===== src/hdl/turbine_speed_tracking_controller_top_assert.svh =====
// ----------------------------------------------------------------------------
// Turbine speed tracking controller assertion macros
// Shorthand for the concurrent checks used in the controller RTL. Each macro
// samples on the rising edge of clock and is switched off while reset is high.
// ----------------------------------------------------------------------------
`ifndef TURBINE_SPEED_TRACKING_CONTROLLER_TOP_ASSERT_SVH
`define TURBINE_SPEED_TRACKING_CONTROLLER_TOP_ASSERT_SVH

// The consequent must hold in the same cycle as the antecedent.
`define TSTC_ASSERT_SAME(label, ante, cons, msg) \
   label: assert property (@(posedge clock) disable iff (reset) (ante) |-> (cons)) \
      else $error(msg);

// The consequent must hold in the cycle after the antecedent.
`define TSTC_ASSERT_NEXT(label, ante, cons, msg) \
   label: assert property (@(posedge clock) disable iff (reset) (ante) |=> (cons)) \
      else $error(msg);

`endif


===== src/hdl/tstc_pkg.sv =====
// ----------------------------------------------------------------------------
// tstc_pkg
// Widths, register indexes and reset values of the turbine speed tracking
// controller.
// ----------------------------------------------------------------------------
package tstc_pkg;

   // Field widths.
   localparam int unsigned TorqueWidth    = 32;
   localparam int unsigned SpeedCmdWidth  = 16;
   localparam int unsigned SumWidth       = 48;
   localparam int unsigned TickWidth      = 20;
   localparam int unsigned HalfWinWidth   = 16;
   localparam int unsigned SpeedMagWidth  = 15;
   localparam int unsigned CoefWidth      = 16;

   // Configuration port.
   localparam int unsigned CsrIndexWidth  = 3;
   localparam int unsigned CsrDataWidth   = 20;

   localparam logic [CsrIndexWidth-1:0] CSR_HALF_WINDOW   = 3'd0;
   localparam logic [CsrIndexWidth-1:0] CSR_STARTUP_TICKS = 3'd1;
   localparam logic [CsrIndexWidth-1:0] CSR_STARTUP_SPEED = 3'd2;
   localparam logic [CsrIndexWidth-1:0] CSR_REVERSAL      = 3'd3;
   localparam logic [CsrIndexWidth-1:0] CSR_SPEED_RATIO   = 3'd4;
   localparam logic [CsrIndexWidth-1:0] CSR_STEP_GAIN     = 3'd5;
   localparam logic [CsrIndexWidth-1:0] CSR_THRESHOLD     = 3'd6;

   // Register reset values.
   localparam logic [HalfWinWidth-1:0]  HALF_WINDOW_RESET   = 16'd500;
   localparam logic [TickWidth-1:0]     STARTUP_TICKS_RESET = 20'd2000;
   localparam logic [SpeedMagWidth-1:0] STARTUP_SPEED_RESET = 15'd1280;
   localparam logic [SpeedMagWidth-1:0] REVERSAL_RESET      = 15'd3328;
   localparam logic [CoefWidth-1:0]     SPEED_RATIO_RESET   = 16'd34406;
   localparam logic [CoefWidth-1:0]     STEP_GAIN_RESET     = 16'd6554;
   localparam logic [CoefWidth-1:0]     THRESHOLD_RESET     = 16'd3277;

   // Iteration counts of the shared compare-subtract unit.
   localparam int unsigned DivSteps  = 48;
   localparam int unsigned SqrtSteps = 16;
   localparam int unsigned StepWidth = 6;

endpackage


===== src/hdl/turbine_speed_tracking_controller_top.sv =====
// ----------------------------------------------------------------------------
// turbine_speed_tracking_controller_top
// Optimal-torque speed tracking for a wind rotor: one torque item in, one
// speed command item out, with windowed averaging and a square-root target.
// ----------------------------------------------------------------------------
// Every torque item gives exactly one result item. An item that does not close
// a window is answered in the next cycle, so such items can follow one per
// cycle while the output is not stalled. An item that closes a window starts
// an evaluation: the magnitude of the sum, bit-serial division of the torque
// sum by the half-window length, the clamp to 32 bits and the square root,
// the division and the root on one shared compare-subtract unit, then three
// multiplies on one shared 20x16 multiplier with a difference step between
// them and a final decision step. The input is stalled during an evaluation
// and while a finished result waits at the output, so the item after a
// window-closing item is taken only once the evaluation has finished.
// Configuration writes are taken only while no evaluation runs.
`include "turbine_speed_tracking_controller_top_assert.svh"

module turbine_speed_tracking_controller_top (
   input  logic                                      clock,
   input  logic                                      reset,
   // Torque items.
   input  logic                                      req_valid,
   output logic                                      req_stall,
   input  logic signed [tstc_pkg::TorqueWidth-1:0]   req_torque_sample,
   // Speed command items.
   output logic                                      rsp_valid,
   input  logic                                      rsp_stall,
   output logic signed [tstc_pkg::SpeedCmdWidth-1:0] rsp_speed_command,
   output logic                                      rsp_window_done,
   output logic signed [tstc_pkg::TorqueWidth-1:0]   rsp_average_torque,
   output logic                                      rsp_speed_changed,
   // Register writes.
   input  logic                                      csr_valid,
   output logic                                      csr_ready,
   input  logic [tstc_pkg::CsrIndexWidth-1:0]        csr_index,
   input  logic [tstc_pkg::CsrDataWidth-1:0]         csr_wdata
);

   localparam logic [3:0] ST_IDLE     = 4'd0;
   localparam logic [3:0] ST_ABS      = 4'd1;
   localparam logic [3:0] ST_DIV      = 4'd2;
   localparam logic [3:0] ST_CLAMP    = 4'd3;
   localparam logic [3:0] ST_SQRT     = 4'd4;
   localparam logic [3:0] ST_MUL_TGT  = 4'd5;
   localparam logic [3:0] ST_DIFF     = 4'd6;
   localparam logic [3:0] ST_MUL_STEP = 4'd7;
   localparam logic [3:0] ST_MUL_THR  = 4'd8;
   localparam logic [3:0] ST_DECIDE   = 4'd9;

   localparam logic [tstc_pkg::StepWidth-1:0] DIV_LAST  =
      tstc_pkg::StepWidth'(tstc_pkg::DivSteps - 1);
   localparam logic [tstc_pkg::StepWidth-1:0] SQRT_LAST =
      tstc_pkg::StepWidth'(tstc_pkg::SqrtSteps - 1);

   // Configuration registers.
   logic [tstc_pkg::HalfWinWidth-1:0]  half_win_ff,  half_win_in;
   logic [tstc_pkg::TickWidth-1:0]     startup_ff,   startup_in;
   logic [tstc_pkg::SpeedMagWidth-1:0] st_speed_ff,  st_speed_in;
   logic [tstc_pkg::SpeedMagWidth-1:0] rev_speed_ff, rev_speed_in;
   logic [tstc_pkg::CoefWidth-1:0]     ratio_ff,     ratio_in;
   logic [tstc_pkg::CoefWidth-1:0]     gain_ff,      gain_in;
   logic [tstc_pkg::CoefWidth-1:0]     thresh_ff,    thresh_in;

   // Controller state.
   logic [3:0]                          state_ff,     state_in;
   logic [tstc_pkg::StepWidth-1:0]      step_ff,      step_in;
   logic [tstc_pkg::TickWidth-1:0]      tick_ff,      tick_in;
   logic                                in_startup_ff, in_startup_in;
   logic [tstc_pkg::SumWidth-1:0]       sum_ff,       sum_in;
   logic [tstc_pkg::SpeedCmdWidth-1:0]  cur_speed_ff, cur_speed_in;
   logic [tstc_pkg::TorqueWidth-1:0]    last_avg_ff,  last_avg_in;

   // Evaluation datapath.
   logic [tstc_pkg::SumWidth-1:0]       q_ff,         q_in;
   logic [15:0]                         rem_ff,       rem_in;
   logic [15:0]                         root_ff,      root_in;
   logic                                sum_neg_ff,   sum_neg_in;
   logic [tstc_pkg::TorqueWidth-1:0]    avg_ff,       avg_in;
   logic [35:0]                         prod_ff,      prod_in;
   logic [19:0]                         dmag_ff,      dmag_in;
   logic                                diff_neg_ff,  diff_neg_in;
   logic [19:0]                         smag_ff,      smag_in;

   // Result register.
   logic                                rsp_valid_ff, rsp_valid_in;
   logic [tstc_pkg::SpeedCmdWidth-1:0]  rsp_speed_ff, rsp_speed_in;
   logic                                rsp_done_ff,  rsp_done_in;
   logic [tstc_pkg::TorqueWidth-1:0]    rsp_avg_ff,   rsp_avg_in;
   logic                                rsp_chg_ff,   rsp_chg_in;

   logic        out_free;
   logic        req_accept;
   logic        csr_write;

   // Shared units.
   logic [31:0] sub_a, sub_b;
   logic [32:0] sub_diff;
   logic        sub_ge;
   logic [19:0] mul_a;
   logic [15:0] mul_b;
   logic [35:0] mul_res;

   // Window bookkeeping.
   logic [15:0] n_eff;
   logic [16:0] win_last;
   logic        start_over;
   logic [tstc_pkg::TickWidth-1:0] tick_eff;
   logic [tstc_pkg::TickWidth-1:0] tick_inc;
   logic        settle_done;
   logic        eval_now;
   logic [48:0] sum_add;
   logic [tstc_pkg::SumWidth-1:0] sum_sat;
   logic [tstc_pkg::SumWidth-1:0] sum_next;
   logic [tstc_pkg::SpeedCmdWidth-1:0] neg_startup;

   // Evaluation helpers.
   logic [16:0] div_rem_t;
   logic [17:0] sqrt_rem_t;
   logic [17:0] sqrt_trial;
   logic        q_over_neg;
   logic        q_over_pos;
   logic [15:0] cal_w;
   logic [19:0] target;
   logic [20:0] diff_up;
   logic [20:0] diff_dn;
   logic signed [22:0] cand;
   logic signed [22:0] neg_cand;
   logic [tstc_pkg::SpeedCmdWidth-1:0] cand_sat;
   logic        over_thresh;
   logic [tstc_pkg::SpeedCmdWidth-1:0] next_speed;

   assign out_free   = !rsp_valid_ff || !rsp_stall;
   assign req_stall  = !((state_ff == ST_IDLE) && out_free);
   assign req_accept = req_valid && !req_stall;
   assign csr_ready  = (state_ff == ST_IDLE);
   assign csr_write  = csr_valid && csr_ready;

   assign rsp_valid          = rsp_valid_ff;
   assign rsp_speed_command  = rsp_speed_ff;
   assign rsp_window_done    = rsp_done_ff;
   assign rsp_average_torque = rsp_avg_ff;
   assign rsp_speed_changed  = rsp_chg_ff;

   // A half window of zero behaves as one tick.
   assign n_eff       = (half_win_ff == '0) ? 16'd1 : half_win_ff;
   assign win_last    = {n_eff, 1'b0} - 17'd1;
   assign start_over  = in_startup_ff && (tick_ff >= startup_ff);
   assign tick_eff    = start_over ? '0 : tick_ff;
   assign tick_inc    = tick_eff + 20'd1;
   assign settle_done = tick_eff >= {4'b0, n_eff};
   assign eval_now    = tick_eff >= {3'b0, win_last};

   // Saturating accumulation of the averaging half of the window.
   assign sum_add  = {sum_ff[47], sum_ff} + {{17{req_torque_sample[31]}}, req_torque_sample};
   assign sum_sat  = (sum_add[48] != sum_add[47]) ?
                     (sum_add[48] ? {1'b1, 47'b0} : {1'b0, {47{1'b1}}}) : sum_add[47:0];
   assign sum_next = settle_done ? sum_sat : sum_ff;

   assign neg_startup = 16'd0 - {1'b0, st_speed_ff};

   assign cal_w = cur_speed_ff[15] ? (16'd0 - cur_speed_ff) : cur_speed_ff;

   // Compare-subtract operands for the divider and the square root.
   assign div_rem_t  = {rem_ff, q_ff[47]};
   assign sqrt_rem_t = {rem_ff, q_ff[31:30]};
   assign sqrt_trial = {root_ff, 2'b01};

   always_comb begin
      sub_a = '0;
      sub_b = '0;
      case (state_ff)
         ST_DIV: begin
            sub_a = {15'b0, div_rem_t};
            sub_b = {16'b0, n_eff};
         end
         ST_SQRT: begin
            sub_a = {14'b0, sqrt_rem_t};
            sub_b = {14'b0, sqrt_trial};
         end
         default: ;
      endcase
   end

   assign sub_diff = {1'b0, sub_a} - {1'b0, sub_b};
   assign sub_ge   = !sub_diff[32];

   always_comb begin
      mul_a = '0;
      mul_b = '0;
      case (state_ff)
         ST_MUL_TGT: begin
            mul_a = {4'b0, root_ff};
            mul_b = ratio_ff;
         end
         ST_MUL_STEP: begin
            mul_a = dmag_ff;
            mul_b = gain_ff;
         end
         ST_MUL_THR: begin
            mul_a = {4'b0, cal_w};
            mul_b = thresh_ff;
         end
         default: ;
      endcase
   end

   assign mul_res = mul_a * mul_b;

   // Average clamp limits: the negative side reaches one further.
   assign q_over_pos = (q_ff[47:31] != '0);
   assign q_over_neg = (q_ff[47:32] != '0) || (q_ff[31] && (q_ff[30:0] != '0));

   assign target  = prod_ff[31:12];
   assign diff_up = {1'b0, target} - {5'b0, cal_w};
   assign diff_dn = {5'b0, cal_w} - {1'b0, target};

   // Candidate magnitude is |speed| plus the signed step, commanded negative.
   assign cand     = diff_neg_ff ? ($signed({7'b0, cal_w}) - $signed({3'b0, smag_ff}))
                                 : ($signed({7'b0, cal_w}) + $signed({3'b0, smag_ff}));
   assign neg_cand = -cand;
   assign cand_sat = (neg_cand > 23'sd32767)  ? 16'h7FFF :
                     (neg_cand < -23'sd32768) ? 16'h8000 : neg_cand[15:0];

   // A zero speed always counts as a change beyond the threshold.
   assign over_thresh = (cal_w == '0) || ({smag_ff, 16'b0} > prod_ff);
   assign next_speed  = !over_thresh ? cur_speed_ff :
                        avg_ff[31]   ? cand_sat : (16'd0 - {1'b0, rev_speed_ff});

   always_comb begin
      half_win_in   = half_win_ff;
      startup_in    = startup_ff;
      st_speed_in   = st_speed_ff;
      rev_speed_in  = rev_speed_ff;
      ratio_in      = ratio_ff;
      gain_in       = gain_ff;
      thresh_in     = thresh_ff;
      state_in      = state_ff;
      step_in       = step_ff;
      tick_in       = tick_ff;
      in_startup_in = in_startup_ff;
      sum_in        = sum_ff;
      cur_speed_in  = cur_speed_ff;
      last_avg_in   = last_avg_ff;
      q_in          = q_ff;
      rem_in        = rem_ff;
      root_in       = root_ff;
      sum_neg_in    = sum_neg_ff;
      avg_in        = avg_ff;
      prod_in       = prod_ff;
      dmag_in       = dmag_ff;
      diff_neg_in   = diff_neg_ff;
      smag_in       = smag_ff;
      rsp_valid_in  = rsp_valid_ff && rsp_stall;
      rsp_speed_in  = rsp_speed_ff;
      rsp_done_in   = rsp_done_ff;
      rsp_avg_in    = rsp_avg_ff;
      rsp_chg_in    = rsp_chg_ff;

      if (csr_write) begin
         case (csr_index)
            tstc_pkg::CSR_HALF_WINDOW:   half_win_in  = csr_wdata[15:0];
            tstc_pkg::CSR_STARTUP_TICKS: startup_in   = csr_wdata;
            tstc_pkg::CSR_STARTUP_SPEED: st_speed_in  = csr_wdata[14:0];
            tstc_pkg::CSR_REVERSAL:      rev_speed_in = csr_wdata[14:0];
            tstc_pkg::CSR_SPEED_RATIO:   ratio_in     = csr_wdata[15:0];
            tstc_pkg::CSR_STEP_GAIN:     gain_in      = csr_wdata[15:0];
            tstc_pkg::CSR_THRESHOLD:     thresh_in    = csr_wdata[15:0];
            default: ;
         endcase
      end

      case (state_ff)
         ST_IDLE: begin
            if (req_accept) begin
               rsp_valid_in = 1'b1;
               rsp_done_in  = 1'b0;
               rsp_chg_in   = 1'b0;
               rsp_avg_in   = last_avg_ff;
               if (in_startup_ff && !start_over) begin
                  cur_speed_in = neg_startup;
                  tick_in      = tick_inc;
                  rsp_speed_in = neg_startup;
               end else begin
                  in_startup_in = 1'b0;
                  rsp_speed_in  = cur_speed_ff;
                  if (eval_now) begin
                     // The window closes: the result comes from the evaluation.
                     rsp_valid_in = 1'b0;
                     q_in         = sum_next;
                     sum_in       = '0;
                     tick_in      = '0;
                     state_in     = ST_ABS;
                  end else begin
                     sum_in  = sum_next;
                     tick_in = tick_inc;
                  end
               end
            end
         end
         ST_ABS: begin
            sum_neg_in = q_ff[47];
            q_in       = q_ff[47] ? ('0 - q_ff) : q_ff;
            rem_in     = '0;
            step_in    = '0;
            state_in   = ST_DIV;
         end
         ST_DIV: begin
            q_in    = {q_ff[46:0], sub_ge};
            rem_in  = sub_ge ? sub_diff[15:0] : div_rem_t[15:0];
            step_in = step_ff + 1'b1;
            if (step_ff == DIV_LAST) begin
               state_in = ST_CLAMP;
            end
         end
         ST_CLAMP: begin
            if (sum_neg_ff) begin
               avg_in = q_over_neg ? 32'h8000_0000 : (32'd0 - q_ff[31:0]);
               q_in   = {16'b0, (q_over_neg ? 32'h8000_0000 : q_ff[31:0])};
            end else begin
               avg_in = q_over_pos ? 32'h7FFF_FFFF : q_ff[31:0];
               q_in   = {16'b0, (q_over_pos ? 32'h7FFF_FFFF : q_ff[31:0])};
            end
            rem_in   = '0;
            root_in  = '0;
            step_in  = '0;
            state_in = ST_SQRT;
         end
         ST_SQRT: begin
            // Two bits of the radicand enter per step, one root bit leaves.
            q_in    = {q_ff[45:0], 2'b00};
            rem_in  = sub_ge ? sub_diff[15:0] : sqrt_rem_t[15:0];
            root_in = {root_ff[14:0], sub_ge};
            step_in = step_ff + 1'b1;
            if (step_ff == SQRT_LAST) begin
               state_in = ST_MUL_TGT;
            end
         end
         ST_MUL_TGT: begin
            prod_in  = mul_res;
            state_in = ST_DIFF;
         end
         ST_DIFF: begin
            diff_neg_in = diff_up[20];
            dmag_in     = diff_up[20] ? diff_dn[19:0] : diff_up[19:0];
            state_in    = ST_MUL_STEP;
         end
         ST_MUL_STEP: begin
            prod_in  = mul_res;
            state_in = ST_MUL_THR;
         end
         ST_MUL_THR: begin
            smag_in  = prod_ff[35:16];
            prod_in  = mul_res;
            state_in = ST_DECIDE;
         end
         ST_DECIDE: begin
            if (out_free) begin
               rsp_valid_in = 1'b1;
               rsp_speed_in = next_speed;
               rsp_done_in  = 1'b1;
               rsp_avg_in   = avg_ff;
               rsp_chg_in   = (next_speed != cur_speed_ff);
               cur_speed_in = next_speed;
               last_avg_in  = avg_ff;
               state_in     = ST_IDLE;
            end
         end
         default: begin
            state_in = ST_IDLE;
         end
      endcase
   end

   always_ff @(posedge clock) begin
      if (reset) begin
         half_win_ff   <= tstc_pkg::HALF_WINDOW_RESET;
         startup_ff    <= tstc_pkg::STARTUP_TICKS_RESET;
         st_speed_ff   <= tstc_pkg::STARTUP_SPEED_RESET;
         rev_speed_ff  <= tstc_pkg::REVERSAL_RESET;
         ratio_ff      <= tstc_pkg::SPEED_RATIO_RESET;
         gain_ff       <= tstc_pkg::STEP_GAIN_RESET;
         thresh_ff     <= tstc_pkg::THRESHOLD_RESET;
         state_ff      <= ST_IDLE;
         tick_ff       <= '0;
         in_startup_ff <= 1'b1;
         sum_ff        <= '0;
         cur_speed_ff  <= 16'd0 - {1'b0, tstc_pkg::STARTUP_SPEED_RESET};
         last_avg_ff   <= '0;
         rsp_valid_ff  <= 1'b0;
      end else begin
         half_win_ff   <= half_win_in;
         startup_ff    <= startup_in;
         st_speed_ff   <= st_speed_in;
         rev_speed_ff  <= rev_speed_in;
         ratio_ff      <= ratio_in;
         gain_ff       <= gain_in;
         thresh_ff     <= thresh_in;
         state_ff      <= state_in;
         tick_ff       <= tick_in;
         in_startup_ff <= in_startup_in;
         sum_ff        <= sum_in;
         cur_speed_ff  <= cur_speed_in;
         last_avg_ff   <= last_avg_in;
         rsp_valid_ff  <= rsp_valid_in;
      end
   end

   always_ff @(posedge clock) begin
      step_ff      <= step_in;
      q_ff         <= q_in;
      rem_ff       <= rem_in;
      root_ff      <= root_in;
      sum_neg_ff   <= sum_neg_in;
      avg_ff       <= avg_in;
      prod_ff      <= prod_in;
      dmag_ff      <= dmag_in;
      diff_neg_ff  <= diff_neg_in;
      smag_ff      <= smag_in;
      rsp_speed_ff <= rsp_speed_in;
      rsp_done_ff  <= rsp_done_in;
      rsp_avg_ff   <= rsp_avg_in;
      rsp_chg_ff   <= rsp_chg_in;
   end

   // Only an evaluation can report a changed speed.
   `TSTC_ASSERT_SAME(a_changed_needs_window,
      rsp_valid_ff && rsp_chg_ff, rsp_done_ff,
      "speed changed without window evaluation")
   // An evaluation never runs during startup.
   `TSTC_ASSERT_SAME(a_startup_idle,
      in_startup_ff, state_ff == ST_IDLE,
      "evaluation started during startup")
   // The window restarts as soon as an evaluation begins.
   `TSTC_ASSERT_SAME(a_window_cleared,
      state_ff != ST_IDLE, (tick_ff == '0) && (sum_ff == '0),
      "window not cleared during evaluation")
   // A finished evaluation shows up as a window result in the next cycle.
   `TSTC_ASSERT_NEXT(a_eval_result,
      (state_ff == ST_DECIDE) && out_free,
      rsp_valid_ff && rsp_done_ff && (state_ff == ST_IDLE),
      "evaluation result missing")

endmodule

===== config.mk =====
export PLATFORM = sky130hd
export DESIGN_NAME = turbine_speed_tracking_controller_top
export DESIGN_NICKNAME = d
export VERILOG_FILES = /design/src/hdl/tstc_pkg.sv /design/src/hdl/turbine_speed_tracking_controller_top.sv
export VERILOG_INCLUDE_DIRS = /design/src /design/src/hdl
export SDC_FILE = /design/constraint.sdc
export NUM_CORES = 2
export LEC_CHECK = 0
export ABC_AREA = 1
export BUFFER_PORTS_ARGS = -buffer_cell sky130_fd_sc_hd__buf_2
export CAP_MARGIN = 20
export CELL_PAD_IN_SITES_DETAIL_PLACEMENT = 0
export CELL_PAD_IN_SITES_GLOBAL_PLACEMENT = 1
export CORE_MARGIN = 2
export CORE_UTILIZATION = 45
export DETAILED_ROUTE_END_ITERATION = 8
export GPL_TIMING_DRIVEN = 0
export PLACE_DENSITY_LB_ADDON = 0.1
export REMOVE_ABC_BUFFERS = 1
export SLEW_MARGIN = 10
export SYNTH_ARGS = -nofsm -noshare
export SYNTH_HDL_FRONTEND = slang
export SYNTH_SLANG_ARGS = --single-unit

===== constraint.sdc =====
create_clock -name clock -period 22.3 [get_ports clock]
set_clock_uncertainty 0.2 [all_clocks]
set_input_delay 0 -clock clock [delete_from_list [all_inputs] [get_ports clock]]
set_output_delay 0 -clock clock [all_outputs]
set_load 0.02 [all_outputs]

## Yosys cells after proc, flatten, opt, wreduce, memory -nomap -nowiden

Cells that the tools add are included.

- Register bits: 482
- Word-level logic and storage cells: 183
- Input port bits: 60
- Output and inout bits: 53

- Equal/unequal tests: 27
- Multiply operators: 1
- Reduce and logical (&&, ||, !) cells: 45
- Bitwise gates (word level): 1
- Add/sub/neg operators: 15
- Multiplexer cells: 58
- Order comparisons: 6

Operators by type and width:

| kind | count |
|---|---|
| $mux W48 | 8 |
| $pmux W48 S5 | 1 |
| $mux W32 | 7 |
| $mux W16 | 11 |
| $pmux W16 S3 | 2 |
| $mux W20 | 4 |
| $pmux W18 S2 | 2 |
| $pmux W16 S2 | 2 |
| $pmux W32 S2 | 1 |
| $pmux W20 S3 | 1 |
| $add A48 B32 Y49 | 1 |
| $sub A1 B48 Y48 const A | 1 |
| $pmux W4 S10 | 1 |
| $gt A36 B36 Y1 | 1 |
| $mul A20 B16 Y36 | 1 |
| $sub A32 B32 Y33 | 1 |
| $logic_not A16 Y1 | 2 |
| $sub A1 B15 Y16 const A | 2 |
| $sub A1 B32 Y32 const A | 1 |
| $reduce_bool A31 Y1 | 1 |
| $mux W4 | 6 |
| $gt A23 B16 Y1 const B | 1 |
| $lt A23 B16 Y1 const B | 1 |
| $mux W23 | 1 |
| 47 further kinds | 93 |

## Depth between registers and ports, before layout

- Word-level depth: 13
- Depth in mapped cells: 40
- Depth with buffers taken out: 40

## Worst setup path after synthesis

No wires, ideal clock.

- Kind: reg-to-reg
- Start point: register cur_speed_ff[0] (netlist bit)
- End point: register prod_ff[34], data pin
- Period minus slack after synthesis: 7.985 ns
- Library setup time: 0.269 ns
- Path buffers: 1
- Data required time: 21.831 ns
- Arrival: 7.517 ns
- Setup slack: 14.315 ns
- Cell stages (with the launch flop): 38
- Cell sequence: dfxtp_1 > inv_1 > ha_1 > inv_1 > nor3_1 > nand3_1 > nor3_1 > or2_2 > xor2_1 > a22oi_1 > o21ai_1 > clkbuf_1 > nand2_1 > fa_1 > fa_1 > inv_1 > fa_1 > inv_1 > (+2 left out) > inv_1 > fa_1 > ha_1 > nand2_1 > o21ai_0 > a41oi_1 > o21bai_1 > nand4_1 > nand3_1 > a21oi_1 > o21ai_0 > nand2_1 > nand2_1 > nand2_1 > nand2_1 > inv_1 > o31ai_1 > xor2_1

- Word-level cells in the longest chain between the ends: 4

Ends and longest elaborated chain:

| element | line | text |
|---|---|---|
| start, declared | turbine_speed_tracking_controller_top.sv:71 | `logic [tstc_pkg::SpeedCmdWidth-1:0] cur_speed_ff, cur_speed_in;` |
| start signal, assigned | turbine_speed_tracking_controller_top.sv:388 | `cur_speed_ff <= 16'd0 - {1'b0, tstc_pkg::STARTUP_SPEED_RESET};` |
| start signal, assigned | turbine_speed_tracking_controller_top.sv:403 | `cur_speed_ff <= cur_speed_in;` |
| $sub A1 B16 Y16 | turbine_speed_tracking_controller_top.sv:162 | `assign cal_w = cur_speed_ff[15] ? (16'd0 - cur_speed_ff) : cur_speed_ff;` |
| $mux W16 (*) | turbine_speed_tracking_controller_top.sv:162 |  |
| $pmux W20 S3 (*) | turbine_speed_tracking_controller_top.sv:191 | `case (state_ff)` |
| $mul A20 B16 Y36 (*) | turbine_speed_tracking_controller_top.sv:208 | `assign mul_res = mul_a * mul_b;` |
| via mul_res[34] | turbine_speed_tracking_controller_top.sv:102 | `logic [35:0] mul_res;` |
| end signal, assigned | turbine_speed_tracking_controller_top.sv:416 | `prod_ff <= prod_in;` |
| end, declared | turbine_speed_tracking_controller_top.sv:80 | `logic [35:0] prod_ff, prod_in;` |

Mark *: on every way through the listed nets, which the timed path passes. The rest lies on a longest branch.
A chain may end at the register's enable or synchronous reset.

## Worst setup path in the final report

Same ends and word-level chain as after synthesis.

==> flow_summary.toml <==
[timing]
setup_ws_ns = 12.01
tns_ns = 0
slew_headroom_pct = 23.0
fmaxAchievable_mhz = 97.2
worst_slew_pin_slew_ns = 1.15
fin_crit_ns = 10.29
rsz0062_at_grt = "no"
drv_slew = 0
setup_violations = 0
hold_viol = 0
min_period_over_period_pct = 46.2

[drt]
viasPerCell = 5.35
drtIter0Drc = 3174
wl_per_cell_um = 18.4
routed-via-count = 39000
finalWirelength_um = 134000
drc = 0
ant_nets = 0
dr.pass1.iters = 6

[logic_synthesis]
synthCells = 5889
syn-mean-instance-area_um2 = 7.43
synthAdderAreaFrac_pct = 21.1
yosys.area_share.xor_xnor_pct = 3.73
synth_compound_area_share_pct = 15.5
synth-simple-area-share_pct = 21.0
synth_cell_type_count = 72
synth_top_family_by_area = "adder cells"
netlist_area_um2 = 43700
synthFlopType = "edfxtp_1"
async_reset_ff_share_pct = 0
ys_seq_elements = 482
synthMuxAreaShare_pct = 0.137
ys_warn_count = 0
seq_area_frac_synth_pct = 27.7
synth_edf_count = 246

[floorplan]
core-area_um2 = 96600
die-area_um2 = 99700
fp.dieH_um = 316
initial_core_util_pct = 45.3
die_x_um = 316
fp-row-count = 114
io-pin-count = 113

[critical_path]
critPathMaxStageDelay_ns = 0.76
endpoint_kind = "flip-flop"
rr_worst_depth = 37
path_class = "flip-flop to flip-flop"
critical_path_buf_inv_count = 7
critPathCapture = "prod_ff[34]"
startpoint = "cur_speed_ff[0]"
crit_slowest_cell = "nor2_1"
path_depth = 37
cp_max_fo = 10
timing.rr.start = "cur_speed_ff[0]"
critPathRequiredTime_ns = 22.55
startpoint_type = "flip-flop"
rrSetupSlack_ns = 12.01
crit_family = "adder cells"
worst-endpoint-arrival_ns = 10.55
reg2reg_to = "prod_ff[34]"

[placement]
gp_congestion = 0.897
post-dp-hpwl_um = 102000
place.port_buffers = 112
dp_slack_ns = 12.09

[finish]
syn_to_final_growth_pct = 11.1
nFillCells = 9650
drive_gt1_share_pct = 6.61
nets = 6615
diodes = 0

[power_and_ir_drop]
ir_drop_uv = 268
switching_share_pct = 50.2
p_per_area_nw_per_um2 = 122
p_leak_uw = 0.0230
p_seq_share_pct = 23.9
comb_power_share_pct = 59.5
internal_power_uw = 2950
power_switching_uw = 2970
p_clk_share_pct = 16.6
total_power_uw = 5910

[clocking]
cts_buffers = 58
max-clock-path-buffers = 3
clockRootBuffer = "clkbuf_16"
cts_resized = 0
htreeDepth = 2
clk_latency_ns = 0.67
cts_tree = "yes"
cts_sinks = 482
cts_setup_buffers = 0
clk_pin_slew_ns = 0.06

[grt]
grt_use_total_pct = 26.9
antenna_found_initial = 2
grt_pass1_vias = 37100
grt_pass1_wl_um = 211000
grt_start_max_net_pins = 114
grt_overflow = 0

[min_path]
hp-class = "input pin to flip-flop"

[run_status]
status = "completed"

[flow_run]
maxCapViolCount = 0
Yosys cell counts (23+ instances only):
cell | n | share of area, %
edfxtp_1 | 246 | 17
nand3_1 | 214 | 2.4
ha_1 | 329 | 9.4
xnor2_1 | 46 | 0.92
nor2_1 | 570 | 4.9
o22ai_1 | 85 | 1.2
fa_1 | 256 | 12
nor3_1 | 83 | 0.95
xor2_1 | 140 | 2.8
o21ai_0 | 433 | 5.0
inv_1 | 991 | 8.5
o211ai_1 | 49 | 0.84
clkbuf_1 | 160 | 1.4
nand2_1 | 1156 | 9.9
a21oi_1 | 429 | 4.9
o21ai_1 | 31 | 0.35
dfxtp_1 | 236 | 11
o21a_1 | 23 | 0.39
nand4_1 | 63 | 0.90
power by group through the flow:
stage	logic, uW	clock network, uW	registers (uW)
after floorplan	2390	0	1420
after global placement	3370	0	1440
after global routing	3960	1040	1440
final	3520	982	1410
after detailed placement	3460	0	1430
after CTS	3480	1000	1410
layout make-up:
class	count	area, um2	area share, %
clock buffers	84	1700	3.51
clock inverters	26	283	0.582
inverters	1033	3890	8.01
multi-input cells	4176	27000	55.6
flip-flops and latches	482	12100	24.9
well taps	1276	1600	3.28
repair buffers	219	1980	4.06
cells by family after synthesis:
kind of cell    Yosys count
flops                   482
simple gates           2192
mux                       6
buf+inv                1231
xor+xnor                186
fa+ha+maj               585
compound gates         1207
worst register-to-register path, delay by kind of cell, from the launching register on:
family / cells / cell delay [ns]
AND/OR/NAND/NOR: 15 / 2.82
buffers and inverters: 7 / 1.50
flip-flops: 1 / 0.40
XOR/XNOR: 2 / 0.53
AO/OA/AOI/OAI: 6 / 1.33
adder cells (fa/ha/maj): 7 / 3.35
registers in the layout, indices dropped and copies added (netlist names), 16 cells and up:
| name | cells |
|---|---|
| rsp_speed_command | 16 |
| prod_ff | 36 |
| tick_ff | 20 |
| rsp_average_torque | 32 |
| avg_ff | 32 |
| dmag_ff | 20 |
| ratio_ff | 16 |
| smag_ff | 20 |
| thresh_ff | 16 |
| startup_ff | 20 |
| half_win_ff | 16 |
| gain_ff | 16 |
| cur_speed_ff | 16 |
| sum_ff | 48 |
| q_ff | 48 |
| root_ff | 16 |
| last_avg_ff | 32 |
| rem_ff | 16 |
routing by layer:
metal,wire length (um),vias to the layer above,track usage [%],part of all wire [%]
met1,65300,18500,40.2,49
met4,2530,0,5.50,1.9
met5,0,-,0,0
met3,7530,137,3.15,5.6
li1,-,19400,-,-
met2,58800,1035,41.9,44
timing repair:
item	CTS	global route
endpoints found under the hold margin	184	0
hold buffers	57	0
endpoints found under the setup margin	0	0
placed cells by master (no fill, tap or decap), types with 22 or more instances in the layout:
master         instances
nand2_1             1151
inv_1                986
nor2_1               556
o21ai_0              433
a21oi_1              427
ha_1                 329
fa_1                 256
edfxtp_1             246
dfxtp_1              236
nand3_1              213
xor2_1               140
buf_2                111
o22ai_1               85
nor3_1                80
nand4_1               63
clkbuf_16             59
dlygate4sd3_1         57
o211ai_1              49
xnor2_1               46
o21ai_1               30
o21a_1                23
a211oi_1              22
clkinv_1              22
per-stage QoR:
stage	util (%)	area (um2)	cells	hold WS [ns]
finish	50.3	48600	7296	0.0385
global route	50.3	48600	7296	0.0808
CTS	50.2	48500	7289	0.000820
detailed placement	47.6	45900	7122	0.0655
global placement	46.6	45000	7079	0.0549
floorplan	-	42900	5691	-0.131
worst min-delay path by stage:
stage	startpoint	to	slack [ns]	cells past startpoint
global route	req_valid	tick_ff[8]	0.08	3
CTS	req_torque_sample[4]	sum_ff[4]	0.0008	9
detailed placement	csr_wdata[5]	half_win_ff[5]	0.07	3
finish	csr_wdata[1]	rev_speed_ff[1]	0.04	4
global placement	csr_wdata[5]	half_win_ff[5]	0.05	3
floorplan	reset	last_avg_ff[31]	-0.13	1
(Power assumes the default switching activity.)
